### src/dcg_pkg.sv
// Package for the dwell/cooldown click gate: widths, slot and fire codes,
// controller states and the command/status structs between controller and datapath.
// No dependencies.
package dcg_pkg;

  localparam int TIME_BITS = 32;
  localparam int NUM_SLOTS = 4;
  localparam int SLOT_W    = 2;
  localparam int DWELL_W   = 16;
  localparam int PROG_W    = 9;
  localparam int KIND_W    = 3;
  localparam int REM_W     = DWELL_W + 1;
  localparam int DIV_STEPS = PROG_W;
  localparam int DIV_CNT_W = 4;
  localparam int IN_W      = 40;
  localparam int OUT_W     = 32;
  localparam int CFG_IDX_W = 1;

  // register indexes on the configuration port
  localparam logic [CFG_IDX_W-1:0] CFG_DWELL    = 1'b0;
  localparam logic [CFG_IDX_W-1:0] CFG_COOLDOWN = 1'b1;

  // slot order: left, right, middle, double
  localparam logic [SLOT_W-1:0] SLOT_LEFT   = 2'd0;
  localparam logic [SLOT_W-1:0] SLOT_RIGHT  = 2'd1;
  localparam logic [SLOT_W-1:0] SLOT_MIDDLE = 2'd2;
  localparam logic [SLOT_W-1:0] SLOT_DOUBLE = 2'd3;

  // fire bit order on the output word: left, double, right, middle
  localparam logic [SLOT_W-1:0] FIRE_LEFT   = 2'd0;
  localparam logic [SLOT_W-1:0] FIRE_DOUBLE = 2'd1;
  localparam logic [SLOT_W-1:0] FIRE_RIGHT  = 2'd2;
  localparam logic [SLOT_W-1:0] FIRE_MIDDLE = 2'd3;

  localparam logic [KIND_W-1:0] KIND_NONE = 3'd0;

  typedef enum logic [2:0] {
    ST_IDLE,
    ST_ARM,
    ST_COMMIT,
    ST_SCAN,
    ST_PREP,
    ST_DIV,
    ST_LOAD
  } state_e;

  typedef struct packed {
    logic arm;
    logic commit;
    logic scan;
    logic prep;
    logic div;
    logic load;
  } dp_cmd_t;

  typedef struct packed {
    logic bypass;
    logic scan_last;
    logic div_last;
    logic out_free;
  } dp_status_t;

  function automatic logic [SLOT_W-1:0] fire_pos(input logic [SLOT_W-1:0] slot);
    logic [SLOT_W-1:0] pos;
    case (slot)
      SLOT_LEFT:   pos = FIRE_LEFT;
      SLOT_RIGHT:  pos = FIRE_RIGHT;
      SLOT_MIDDLE: pos = FIRE_MIDDLE;
      SLOT_DOUBLE: pos = FIRE_DOUBLE;
      default:     pos = FIRE_LEFT;
    endcase
    return pos;
  endfunction

endpackage

### src/dwell_cooldown_click_gate_core.sv
// Each word passes the arm, commit, scan, prep, div and load states with the gate on, arm and load
// with dwell_ms zero; the next word is taken only once the last is loaded. The 4-step slot scan and
// the 9-step progress divider set the pace. A waiting result holds the next word only in load.
// Reset (async, active low) clears slots, commit times, preview and both config registers.
// Top level: controller dcg_ctrl and datapath dcg_datapath; uses dcg_pkg.
module dwell_cooldown_click_gate_core (
  input  logic                          clk_i,
  input  logic                          rst_ni,
  input  logic                          s_axis_tvalid,
  output logic                          s_axis_tready,
  // [0] left_click, [1] double_click, [2] right_click, [3] middle_click,
  // [35:4] timestamp_ms, [39:36] zero
  input  logic [dcg_pkg::IN_W-1:0]      s_axis_tdata,
  output logic                          m_axis_tvalid,
  input  logic                          m_axis_tready,
  // [0] fire_left, [1] fire_double, [2] fire_right, [3] fire_middle,
  // [6:4] preview_kind, [15:7] preview_progress_q8, [31:16] preview_remaining_ms
  output logic [dcg_pkg::OUT_W-1:0]     m_axis_tdata,
  input  logic                          cfg_we_i,
  input  logic [dcg_pkg::CFG_IDX_W-1:0] cfg_idx_i,
  input  logic [dcg_pkg::DWELL_W-1:0]   cfg_wdata_i
);
  import dcg_pkg::*;

  dp_cmd_t    cmd;
  dp_status_t status;
  logic       in_ready;

  assign s_axis_tready = in_ready;

  dcg_ctrl u_ctrl (
    .clk_i      (clk_i),
    .rst_ni     (rst_ni),
    .in_valid_i (s_axis_tvalid),
    .in_ready_o (in_ready),
    .status_i   (status),
    .cmd_o      (cmd)
  );

  dcg_datapath u_dp (
    .clk_i       (clk_i),
    .rst_ni      (rst_ni),
    .cfg_we_i    (cfg_we_i),
    .cfg_idx_i   (cfg_idx_i),
    .cfg_wdata_i (cfg_wdata_i),
    .capture_i   (s_axis_tvalid && in_ready),
    .in_data_i   (s_axis_tdata),
    .out_ready_i (m_axis_tready),
    .out_valid_o (m_axis_tvalid),
    .out_data_o  (m_axis_tdata),
    .cmd_i       (cmd),
    .status_o    (status)
  );

endmodule

### src/dcg_ctrl.sv
// Controller of the click gate: walks one word through arm, commit, slot scan and progress
// division (from arm straight to load when dwell is zero), then hands it to the output register. Uses dcg_pkg.
module dcg_ctrl (
  input  logic               clk_i,
  input  logic               rst_ni,
  input  logic               in_valid_i,
  output logic               in_ready_o,
  input  dcg_pkg::dp_status_t status_i,
  output dcg_pkg::dp_cmd_t   cmd_o
);
  import dcg_pkg::*;

  state_e state_q, state_d;

  always_ff @(posedge clk_i or negedge rst_ni) begin
    if (!rst_ni) begin
      state_q <= ST_IDLE;
    end else begin
      state_q <= state_d;
    end
  end

  always_comb begin
    state_d = state_q;
    case (state_q)
      ST_IDLE:   if (in_valid_i) state_d = ST_ARM;
      ST_ARM:    state_d = status_i.bypass ? ST_LOAD : ST_COMMIT;
      ST_COMMIT: state_d = ST_SCAN;
      ST_SCAN:   if (status_i.scan_last) state_d = ST_PREP;
      ST_PREP:   state_d = ST_DIV;
      ST_DIV:    if (status_i.div_last) state_d = ST_LOAD;
      ST_LOAD:   if (status_i.out_free) state_d = ST_IDLE;
      default:   state_d = ST_IDLE;
    endcase
  end

  always_comb begin
    cmd_o      = '0;
    in_ready_o = 1'b0;
    case (state_q)
      ST_IDLE:   in_ready_o  = 1'b1;
      ST_ARM:    cmd_o.arm    = 1'b1;
      ST_COMMIT: cmd_o.commit = 1'b1;
      ST_SCAN:   cmd_o.scan   = 1'b1;
      ST_PREP:   cmd_o.prep   = 1'b1;
      ST_DIV:    cmd_o.div    = 1'b1;
      ST_LOAD:   cmd_o.load   = status_i.out_free;
      default:   cmd_o        = '0;
    endcase
  end

endmodule

### src/dcg_datapath.sv
// Datapath of the click gate: configuration registers, slot state, preview
// scan, serial progress divider and the output register. Uses dcg_pkg.
module dcg_datapath (
  input  logic                             clk_i,
  input  logic                             rst_ni,
  input  logic                             cfg_we_i,
  input  logic [dcg_pkg::CFG_IDX_W-1:0]    cfg_idx_i,
  input  logic [dcg_pkg::DWELL_W-1:0]      cfg_wdata_i,
  input  logic                             capture_i,
  input  logic [dcg_pkg::IN_W-1:0]         in_data_i,
  input  logic                             out_ready_i,
  output logic                             out_valid_o,
  output logic [dcg_pkg::OUT_W-1:0]        out_data_o,
  input  dcg_pkg::dp_cmd_t                 cmd_i,
  output dcg_pkg::dp_status_t              status_o
);
  import dcg_pkg::*;

  logic [DWELL_W-1:0]   dwell_q, cooldown_q;
  logic [NUM_SLOTS-1:0] req_q;
  logic [TIME_BITS-1:0] ts_q;
  logic [NUM_SLOTS-1:0] armed_q;
  logic [TIME_BITS-1:0] start_q  [NUM_SLOTS];
  logic [TIME_BITS-1:0] commit_q [NUM_SLOTS];
  logic [NUM_SLOTS-1:0] fire_q;
  logic [SLOT_W-1:0]    scan_idx_q, best_idx_q;
  logic [TIME_BITS-1:0] best_el_q;
  logic                 best_hit_q;
  logic [REM_W-1:0]     rem_q;
  logic [PROG_W-1:0]    quo_q;
  logic [DIV_CNT_W-1:0] div_cnt_q;
  logic [KIND_W-1:0]    shown_kind_q;
  logic [PROG_W-1:0]    shown_prog_q;
  logic [DWELL_W-1:0]   shown_rem_q;
  logic                 out_valid_q;
  logic [OUT_W-1:0]     out_data_q;

  logic                 bypass;
  logic [NUM_SLOTS-1:0] bypass_fire;
  logic                 pick_any;
  logic [SLOT_W-1:0]    pick;
  logic [TIME_BITS-1:0] pick_el, pick_since, scan_el;
  logic                 commit_ok;
  logic [DWELL_W-1:0]   min_el;
  logic [REM_W-1:0]     trial;
  logic                 trial_ge;
  logic [PROG_W-1:0]    quo_d;
  logic                 out_free;

  assign bypass = (dwell_q == '0);

  // requests in fire order: left, double, right, middle
  assign bypass_fire = {req_q[SLOT_MIDDLE], req_q[SLOT_RIGHT],
                        req_q[SLOT_DOUBLE], req_q[SLOT_LEFT]};

  // firing priority: left, double, right, middle
  always_comb begin
    pick_any = |req_q;
    if (req_q[SLOT_LEFT])        pick = SLOT_LEFT;
    else if (req_q[SLOT_DOUBLE]) pick = SLOT_DOUBLE;
    else if (req_q[SLOT_RIGHT])  pick = SLOT_RIGHT;
    else                         pick = SLOT_MIDDLE;
  end

  assign pick_el    = ts_q - start_q[pick];
  assign pick_since = ts_q - commit_q[pick];
  assign commit_ok  = pick_any && armed_q[pick]
                      && (pick_el >= TIME_BITS'(dwell_q))
                      && ((commit_q[pick] == '0) || (pick_since >= TIME_BITS'(cooldown_q)));

  assign scan_el = ts_q - start_q[scan_idx_q];

  assign min_el = (best_el_q < TIME_BITS'(dwell_q)) ? best_el_q[DWELL_W-1:0] : dwell_q;

  // first step compares the remainder as is, later steps shift it up first
  assign trial    = (div_cnt_q == '0) ? rem_q : {rem_q[REM_W-2:0], 1'b0};
  assign trial_ge = (trial >= {1'b0, dwell_q});
  assign quo_d    = {quo_q[PROG_W-2:0], trial_ge};

  assign out_free = !out_valid_q || out_ready_i;

  always_ff @(posedge clk_i or negedge rst_ni) begin
    if (!rst_ni) begin
      dwell_q    <= '0;
      cooldown_q <= '0;
    end else if (cfg_we_i) begin
      case (cfg_idx_i)
        CFG_DWELL:    dwell_q    <= cfg_wdata_i;
        CFG_COOLDOWN: cooldown_q <= cfg_wdata_i;
        default:      dwell_q    <= dwell_q;
      endcase
    end
  end

  always_ff @(posedge clk_i) begin
    if (capture_i) begin
      req_q <= {in_data_i[1], in_data_i[3], in_data_i[2], in_data_i[0]};
      ts_q  <= in_data_i[35:4];
    end
  end

  always_ff @(posedge clk_i or negedge rst_ni) begin
    if (!rst_ni) begin
      armed_q <= '0;
      fire_q  <= '0;
      for (int i = 0; i < NUM_SLOTS; i++) begin
        start_q[i]  <= '0;
        commit_q[i] <= '0;
      end
    end else if (cmd_i.arm) begin
      if (bypass) begin
        fire_q <= bypass_fire;
      end else begin
        fire_q <= '0;
        for (int i = 0; i < NUM_SLOTS; i++) begin
          if (req_q[i]) begin
            if (!armed_q[i]) begin
              armed_q[i] <= 1'b1;
              start_q[i] <= ts_q;
            end
          end else begin
            armed_q[i] <= 1'b0;
          end
        end
      end
    end else if (cmd_i.commit && commit_ok) begin
      commit_q[pick]         <= ts_q;
      armed_q[pick]          <= 1'b0;
      fire_q[fire_pos(pick)] <= 1'b1;
    end
  end

  // preview scan: largest elapsed time among armed slots, earliest slot wins ties
  always_ff @(posedge clk_i) begin
    if (cmd_i.commit) begin
      scan_idx_q <= '0;
      best_el_q  <= '0;
      best_idx_q <= '0;
      best_hit_q <= 1'b0;
    end else if (cmd_i.scan) begin
      scan_idx_q <= scan_idx_q + 1'b1;
      if (armed_q[scan_idx_q] && (scan_el > best_el_q)) begin
        best_el_q  <= scan_el;
        best_idx_q <= scan_idx_q;
        best_hit_q <= 1'b1;
      end
    end
  end

  // restoring divider: min_el * 256 / dwell, one quotient bit per cycle
  always_ff @(posedge clk_i) begin
    if (cmd_i.prep) begin
      rem_q     <= best_hit_q ? {1'b0, min_el} : '0;
      quo_q     <= '0;
      div_cnt_q <= '0;
    end else if (cmd_i.div) begin
      rem_q     <= trial_ge ? (trial - {1'b0, dwell_q}) : trial;
      quo_q     <= quo_d;
      div_cnt_q <= div_cnt_q + 1'b1;
    end
  end

  always_ff @(posedge clk_i or negedge rst_ni) begin
    if (!rst_ni) begin
      shown_kind_q <= KIND_NONE;
      shown_prog_q <= '0;
      shown_rem_q  <= '0;
    end else if (cmd_i.prep) begin
      shown_kind_q <= best_hit_q ? (KIND_W'(best_idx_q) + 1'b1) : KIND_NONE;
      shown_rem_q  <= best_hit_q ? (dwell_q - min_el) : '0;
    end else if (cmd_i.div && status_o.div_last) begin
      shown_prog_q <= quo_d;
    end
  end

  always_ff @(posedge clk_i or negedge rst_ni) begin
    if (!rst_ni) begin
      out_valid_q <= 1'b0;
    end else if (cmd_i.load) begin
      out_valid_q <= 1'b1;
    end else if (out_ready_i) begin
      out_valid_q <= 1'b0;
    end
  end

  always_ff @(posedge clk_i) begin
    if (cmd_i.load) begin
      out_data_q <= {shown_rem_q, shown_prog_q, shown_kind_q, fire_q};
    end
  end

  assign out_valid_o        = out_valid_q;
  assign out_data_o         = out_data_q;
  assign status_o.bypass    = bypass;
  assign status_o.scan_last = (scan_idx_q == SLOT_W'(NUM_SLOTS - 1));
  assign status_o.div_last  = (div_cnt_q == DIV_CNT_W'(DIV_STEPS - 1));
  assign status_o.out_free  = out_free;

endmodule

### config.mk
export PLATFORM = sky130hd
export DESIGN_NAME = dwell_cooldown_click_gate_core
export DESIGN_NICKNAME = d
export VERILOG_FILES = /design/src/dcg_pkg.sv /design/src/dwell_cooldown_click_gate_core.sv /design/src/dcg_ctrl.sv /design/src/dcg_datapath.sv
export SDC_FILE = /design/constraint.sdc
export NUM_CORES = 1
export LEC_CHECK = 0
export ABC_CLOCK_PERIOD_IN_PS = 7400
export BUFFER_PORTS_ARGS = -buffer_cell sky130_fd_sc_hd__buf_2
export CAP_MARGIN = 15
export CELL_PAD_IN_SITES_DETAIL_PLACEMENT = 1
export CELL_PAD_IN_SITES_GLOBAL_PLACEMENT = 1
export CORE_MARGIN = 1
export CORE_UTILIZATION = 35
export DETAILED_ROUTE_END_ITERATION = 16
export GPL_TIMING_DRIVEN = 0
export PLACE_DENSITY_LB_ADDON = 0.1
export SYNTH_ARGS = -nofsm -noshare
export SYNTH_HDL_FRONTEND = slang
export SYNTH_SLANG_ARGS = --single-unit
### constraint.sdc
create_clock -name clk_i -period 7.4 [get_ports clk_i]
set_input_delay 1.48 -clock clk_i [delete_from_list [all_inputs] [get_ports clk_i]]
set_output_delay 1.48 -clock clk_i [all_outputs]
set_load 0.02 [all_outputs]
After elaboration in Yosys (flattened, before gate mapping)

Cells that the tools add are included.

Flip-flop bits (word level): 462
Output and inout bits: 34

$add $sub $neg: 8
$lt $le $gt $ge: 13
Eq/ne operators: 16
Multiplexer cells: 59
Bitwise logic cells: 13
Reductions and logical operators: 33

Operators with widths:

| cell                                         | count |
|---|---|
| 2-to-1 mux 32 bit                            | 7 |
| binary-select mux 32 bit (select 2 bit)      | 3 |
| bitwise mux 128 bit                          | 1 |
| subtractor 32 bit                            | 3 |
| 2-to-1 mux 17 bit                            | 4 |
| demux 32 bit (select 2 bit)                  | 1 |
| greater-or-equal comparator 32 x 16 -> 1 bit | 2 |
| 2-to-1 mux 16 bit                            | 3 |
| greater-than comparator 32 bit               | 1 |
| zero test 32 bit                             | 1 |
| less-than comparator 32 x 16 -> 1 bit        | 1 |
| 2-to-1 mux 4 bit                             | 6 |
| case mux 3 bit (7 select lines)              | 1 |
| AND reduction 4 bit                          | 5 |
| 2-to-1 mux 3 bit                             | 6 |
| greater-or-equal comparator 17 x 16 -> 1 bit | 1 |
| 2-to-1 mux 1 bit                             | 17 |
| subtractor 17 x 16 -> 17 bit                 | 1 |
| zero test 16 bit                             | 1 |
| subtractor 16 bit                            | 1 |
| AND reduction 2 bit                          | 6 |
| logical AND 1 bit                            | 10 |
| 2-to-1 mux 2 bit                             | 5 |
| equality test 3 bit (second input constant)  | 3 |
| 29 further kinds                             | 52 |

Longest topological paths before layout

Depth after elaboration: 21
Gate-level depth with buffers: 33
Depth with buffers taken out: 27

Modules after synthesis

Synthesis repeated with hierarchy kept, for this count alone.

Cells, all modules: 2857
Area total of the unflattened synthesis: 29748.5 um2

By module, submodules not included:

| module                         | instances | cells each | area each (um2) | seq. area each (um2) |
|---|---|---|---|---|
| dcg_datapath                   | 1         | 2827       | 29522.1         | 11666.2 |
| dcg_ctrl                       | 1         | 29         | 220.2           | 75.1 |
| dwell_cooldown_click_gate_core | 1         | 1          | 6.3             | 0.0 |

Least setup slack after synthesis

Ideal clock, no wire load.

Kind: flip-flop to flip-flop
Start point: reg u_dp.scan_idx_q[0]
End point: reg u_dp.best_idx_q[0]
Library setup time: 128 ps
Arrival time: 6767 ps
Data required time: 7272 ps
Slack: 505 ps
Cell stages (with the launch flop): 30
Buffers on the path: 3
Period minus slack after synthesis: 6895 ps
Path through: dfxtp_1 > buf_1 > clkbuf_1 > mux4_2 > ha_1 > inv_1 > fa_1 > a21o_1 > a21oi_1 > o21ai_0 > a41o_1 > a21oi_1 > o311ai_0 > a21oi_1 > o41ai_1 > a21oi_1 > xnor2_1 > ha_1 > a21o_1 > a21o_1 > a21o_1 > a21oi_1 > nor2b_1 > o21ai_0 > nand2b_1 > a21o_1 > o311ai_1 > clkbuf_1 > mux2i_1 > nor2_1

Longest elaborated chain between the ends: 8
Elaborated cells between the ends (all ways): 10

Ends and longest elaborated chain:

| item                                                  | RTL line            | text |
|---|---|---|
| start, declared                                       | dcg_datapath.sv:26  | `logic [SLOT_W-1:0] scan_idx_q, best_idx_q;` |
| start signal, assigned                                | dcg_datapath.sv:141 | `scan_idx_q <= scan_idx_q + 1'b1;` |
| inverter 2 -> 3 bit (not written as such)             | dcg_datapath.sv:71  | `assign scan_el = ts_q - start_q[scan_idx_q];` |
| binary-select mux 32 bit (select 2 bit)               | dcg_datapath.sv:71  |  |
| 2-to-1 mux 32 bit (not written as such) (2 in series) | dcg_datapath.sv:71  |  |
| subtractor 32 bit                                     | dcg_datapath.sv:71  |  |
| named net u_dp.scan_el[24]                            | dcg_datapath.sv:42  | `logic [TIME_BITS-1:0] pick_el, pick_since, scan_el;` |
| greater-than comparator 32 bit                        | dcg_datapath.sv:142 | `if (armed_q[scan_idx_q] && (scan_el > best_el_q)) begin` |
| logical AND 1 bit                                     | dcg_datapath.sv:142 |  |
| AND reduction 2 bit (no source line)                  | --                  |  |
| end signal, assigned                                  | dcg_datapath.sv:144 | `best_idx_q <= scan_idx_q;` |
| end, declared                                         | dcg_datapath.sv:26  |  |

The timed path passes the listed nets, and every way through them passes these cells. The select of a mux whose other input is x is not followed.
A chain may end at the register's enable or synchronous reset.

Final worst setup path

Start point: reg u_dp.req_q[1]
End point: reg u_dp.commit_q[87] (netlist name)

Longest elaborated chain between the ends: 13
Elaborated cells between the ends (all ways): 30

Ends and longest elaborated chain:

| item                                                                   | RTL line                                                   | text |
|---|---|---|
| start, declared                                                        | dcg_datapath.sv:20                                         | `logic [NUM_SLOTS-1:0] req_q;` |
| start signal, assigned                                                 | dcg_datapath.sv:97                                         | `req_q <= {in_data_i[1], in_data_i[3], in_data_i[2], in_data_i[0]};` |
| 2-to-1 mux 2 bit                                                       | dcg_datapath.sv:61                                         | `else if (req_q[SLOT_RIGHT]) pick = SLOT_RIGHT;` |
| 2-to-1 mux 2 bit                                                       | dcg_datapath.sv:60                                         | `else if (req_q[SLOT_DOUBLE]) pick = SLOT_DOUBLE;` |
| 2-to-1 mux 2 bit                                                       | dcg_datapath.sv:59                                         | `if (req_q[SLOT_LEFT]) pick = SLOT_LEFT;` |
| inverter 2 -> 3 bit (not written as such)                              | --                                                         |  |
| binary-select mux 32 bit (select 2 bit), on equally long branches      | dcg_datapath.sv:65, dcg_datapath.sv:66, dcg_datapath.sv:69 |  |
| 2-to-1 mux 32 bit, on equally long branches (2 in series)              | dcg_datapath.sv:65, dcg_datapath.sv:66, dcg_datapath.sv:69 |  |
| subtractor 32 bit, on equally long branches                            | dcg_datapath.sv:65, dcg_datapath.sv:66                     |  |
| greater-or-equal comparator 32 x 16 -> 1 bit, on equally long branches | dcg_datapath.sv:68, dcg_datapath.sv:69                     |  |
| logical AND 1 bit or logical OR 1 bit (tied branches)                  | dcg_datapath.sv:68, dcg_datapath.sv:69                     |  |
| logical AND 1 bit                                                      | dcg_datapath.sv:69                                         | `&& ((commit_q[pick] == '0) \|\| (pick_since >= TIME_BITS'(cooldown_q)));` |
| logical AND 1 bit                                                      | dcg_datapath.sv:126                                        | `end else if (cmd_i.commit && commit_ok) begin` |
| AND reduction 2 bit (no source line)                                   | --                                                         |  |
| end signal, assigned by index                                          | dcg_datapath.sv:127                                        | `commit_q[pick] <= ts_q;` |
| end, declared                                                          | dcg_datapath.sv:24                                         | `logic [TIME_BITS-1:0] commit_q [NUM_SLOTS];` |

Parallel ways exist; a longest one is shown, timed or not. The select of a mux whose other input is x is not followed.

==> results.md <==
* Sequential-to-total area share from yosys stat at between 30% and 40%
* Layout cells sized above 1 at ~20%
* Dpl cell area at roughly 32000 µm²
* Cell area after layout at 34160 µm²
* ANT nets after route at 0
* Vias in the first global route at about 26000
* Critical path arrival at just under 8 ns
* Ys Warns at 0
* Post-synth EDFFs at 85
* Root Buffer: clkbuf_16
* IO Count at 96
* Crit-path max cell delay at between 0.4 and 0.5 ns
* Mean Syn Cell Area at 10.21 µm²
* Worst setup SP type: flop
* Initial Util at a little over a third
* Most used DFF post-synth: dfrtp_1
* Max IR drop VDD at 0.0002621 V
* Post-route minimum period at around 7.3 ns
* Area grow syn2layout at 15.49%
* Number of H-tree levels at 2
* Area of the multi-input gates at ~17000 µm²
* Clock buffer depth at 3
* Buffers on Ports at 91
* Drt first pass iters at 4
* Clk slew on worst S/H paths at about 0.060 ns
* Fillers at around 9300
* Hold Path Class: reg2reg
* Cts hold-fix bufs at 0
* Clk sinks at ~460
* Via density at about 5.6
* Yosys cell types at 93
* DR DRC count at 0
* Max FO, Critical Path at 14
* CTS Buf Count at 57
* Register area at ~12000 µm²
* Final setup fails at 0
* Site Rows at about 110
* Power Density at slightly below 500 nW/µm²
* Die width at roughly 290 µm
* Crit path max-delay cell type: fa_1
* Max-cap viol count at 0
* Path type of the worst setup path: reg2reg
* Area of the die at about 86000 µm²
* Final WS setup at 0.1458 ns
* Initial antenna violation count at 4
* LEAKAGE at between 15 and 20 nW
* Required time of the critical path at 7.92 ns
* Vias at about 24000
* Worst slew margin relative to its limit at 30.57%
* F_max at 0.1379 GHz
* Async set-reset flop share out of synthesis at 71.00%
* Drt initial violations at approximately 1100
* Core Region at 83690 µm²
* Synth Register Bits at 462
* Worst-skew pair later-pin latency at around 0.65 ns
* Wire per inst at 25.10 µm
* Cell Area, Synth at between 20000 and 30000 µm²
* Final Max Slew Viols at 0
* DP Worst Slack at -2.468 ns
* Post-Route WL at roughly 110000 µm
* Worst Tran Pin Value at about 1.0 ns
* GRT Overall Usage at between 20% and 30%
* DP HPWL at around 83000 µm
* CP Capture Type: flop
* Final core utilization at between 40% and 50%
* Net Count, Synth at 3169
* Period utilization at a little over nine tenths
* RD Place Congestion at 0.9072
* Mapped Cells at between 2000 and 3000
* Final setup TNS at 0 ns
* Final Hold Fails at 0
* Clock Skew at about 0.067 ns
* TritonCTS clock tree: done
* Largest net degree at the start of global routing at ~120
* Die Span Y at 292.7 µm
* First-pass GRT wire length at 163000 µm
* Outcome: finished clean
* R2R setup slack at around 0.15 ns
* Nets at around 3300
* Grt ovf at 0
-- path summary, 6_finish.rpt --
check                         startpoint                  end  cells after the start
setup / recovery           u_dp.req_q[1]    u_dp.commit_q[87]                     31
hold / removal             u_dp.quo_q[7]        u_dp.quo_q[7]                      2
setup reg to reg           u_dp.req_q[1]    u_dp.commit_q[87]                     31
hold reg to reg            u_dp.quo_q[7]        u_dp.quo_q[7]                      2
max in group asynchronous         rst_ni  u_dp.cooldown_q[10]                      2
min in group asynchronous         rst_ni    u_dp.start_q[114]                      1
-- power breakdown --
group          internal [mW]  total (mW)  switching (mW)
Clock                   1.75        2.96            1.21
Combinational           4.04        9.30            5.26
Sequential              3.59        4.38           0.790
Total                   9.38        16.6            7.26
-- repair_timing --
action | CTS | global route
setup buffers | 11 | 5
pin swaps | 7 | 11
setup endpoints to repair | 171 | 170
gates resized for setup | 120 | 48
-- synthesized netlist by cell type, drive strengths merged, types with 13 or more instances --
library cell,n,share of area (%)
o22ai,22,0.47
clkbuf,90,1.1
dfxtp,49,3.3
nand2b,22,0.47
nor4,24,0.68
a21boi,15,0.38
nand3,43,0.73
dfrtp,328,28
o21ai,153,2.6
a21o,78,2.0
nand4,36,0.76
mux2i,96,3.2
mux4,32,2.4
nor3,37,0.64
xor2,20,0.59
o31ai,23,0.58
xnor2,63,1.9
a21oi,208,3.5
nor2,224,2.8
buf,35,0.80
inv,169,2.1
edfxtp,85,8.6
o211ai,13,0.33
mux2,307,12
ha,205,8.7
a211oi,21,0.53
or3,13,0.27
nor2b,22,0.47
nand2,220,2.8
a311oi,15,0.47
a31oi,16,0.34
o21bai,15,0.38
o21a,24,0.61
and3,14,0.30
-- layout make-up --
| class | instances | share of cell area, % |
|---|---|---|
| Antenna cell | 2 | 0.01465 |
| Buffer | 121 | 2.165 |
| Clock buffer | 69 | 4.429 |
| Clock inverter | 39 | 1.392 |
| Inverter | 169 | 1.857 |
| Multi-Input combinational cell | 2141 | 49.37 |
| Sequential cell | 462 | 34.38 |
| Tap cell | 1134 | 4.154 |
| Timing Repair Buffer | 120 | 2.242 |
-- worst max-delay path, delay by kind of cell, from the launching register on --
kind,cells,cell delay (ns)
xor+xnor,1,0.23
compound gates,11,1.84
simple gates,8,1.78
mux,3,0.96
buf+inv,5,1.00
flops,1,0.37
fa+ha+maj,3,0.93
-- layer usage --
metal	vias up	routed length (µm)	GRT usage [%]
met2	370	53280	44.38
met4	0	3291	8.045
met1	12220	47430	31.88
met3	142	2847	2.269
met5	-	0	0
li1	10980	-	-
-- sequential cells by signal (all words and copies together) (netlist names), 4 cells and up --
name               flops
u_dp.div_cnt_q         4
u_dp.start_q         128
u_dp.armed_q           4
u_dp.rem_q            17
u_dp.commit_q        128
u_dp.shown_rem_q      16
u_dp.quo_q             8
u_dp.out_data_o       32
u_dp.best_el_q        32
u_dp.dwell_q          16
u_dp.req_q             4
u_dp.shown_prog_q      9
u_dp.ts_q             32
u_dp.cooldown_q       16
u_dp.fire_q            4
-- logic make-up (layout without fill, tap and decap cells) --
| family | Yosys count | count (layout) | synth area share, % |
|---|---|---|---|
| compound gates | 701 | 701 | 15.21 |
| xor+xnor | 83 | 83 | 2.458 |
| fa+ha+maj | 213 | 213 | 9.121 |
| buf+inv | 294 | 518 | 4.086 |
| flops | 462 | 462 | 39.70 |
| mux | 435 | 435 | 18.11 |
| other cells | 0 | 2 | 0 |
| simple gates | 709 | 709 | 11.32 |
-- cell usage in the layout (no fill, tap or decap), types with 22 or more instances in the layout --
cell	synthesis	final
mux2_4	58	58
o21a_1	24	24
a21o_1	78	78
nor2_1	224	224
nor3_1	36	35
dfxtp_1	49	48
o21ai_0	152	143
buf_6	13	26
ha_1	205	204
nand3_1	43	43
dfrtp_1	328	328
mux2_2	193	193
xnor2_1	63	63
mux2i_1	96	92
clkbuf_16	0	58
mux2_1	56	56
buf_2	3	100
inv_1	168	168
o31ai_1	23	23
nand2_1	220	220
o22ai_1	22	22
mux4_2	32	32
nand4_1	36	36
a21oi_1	208	198
edfxtp_1	85	85
clkbuf_1	90	70
-- metrics by stage --
stage	hold WS, ns	power [mW]	std cells
after global placement	0.4311	13.10	4122
after CTS	0.4369	16.69	4252
after floorplan	0.4099	10.66	2897
after global routing	0.4589	17.90	4255
after detailed placement	0.4282	13.48	4135
final	0.4316	16.65	4257
Note: power is estimated with default switching activity, not from simulation.
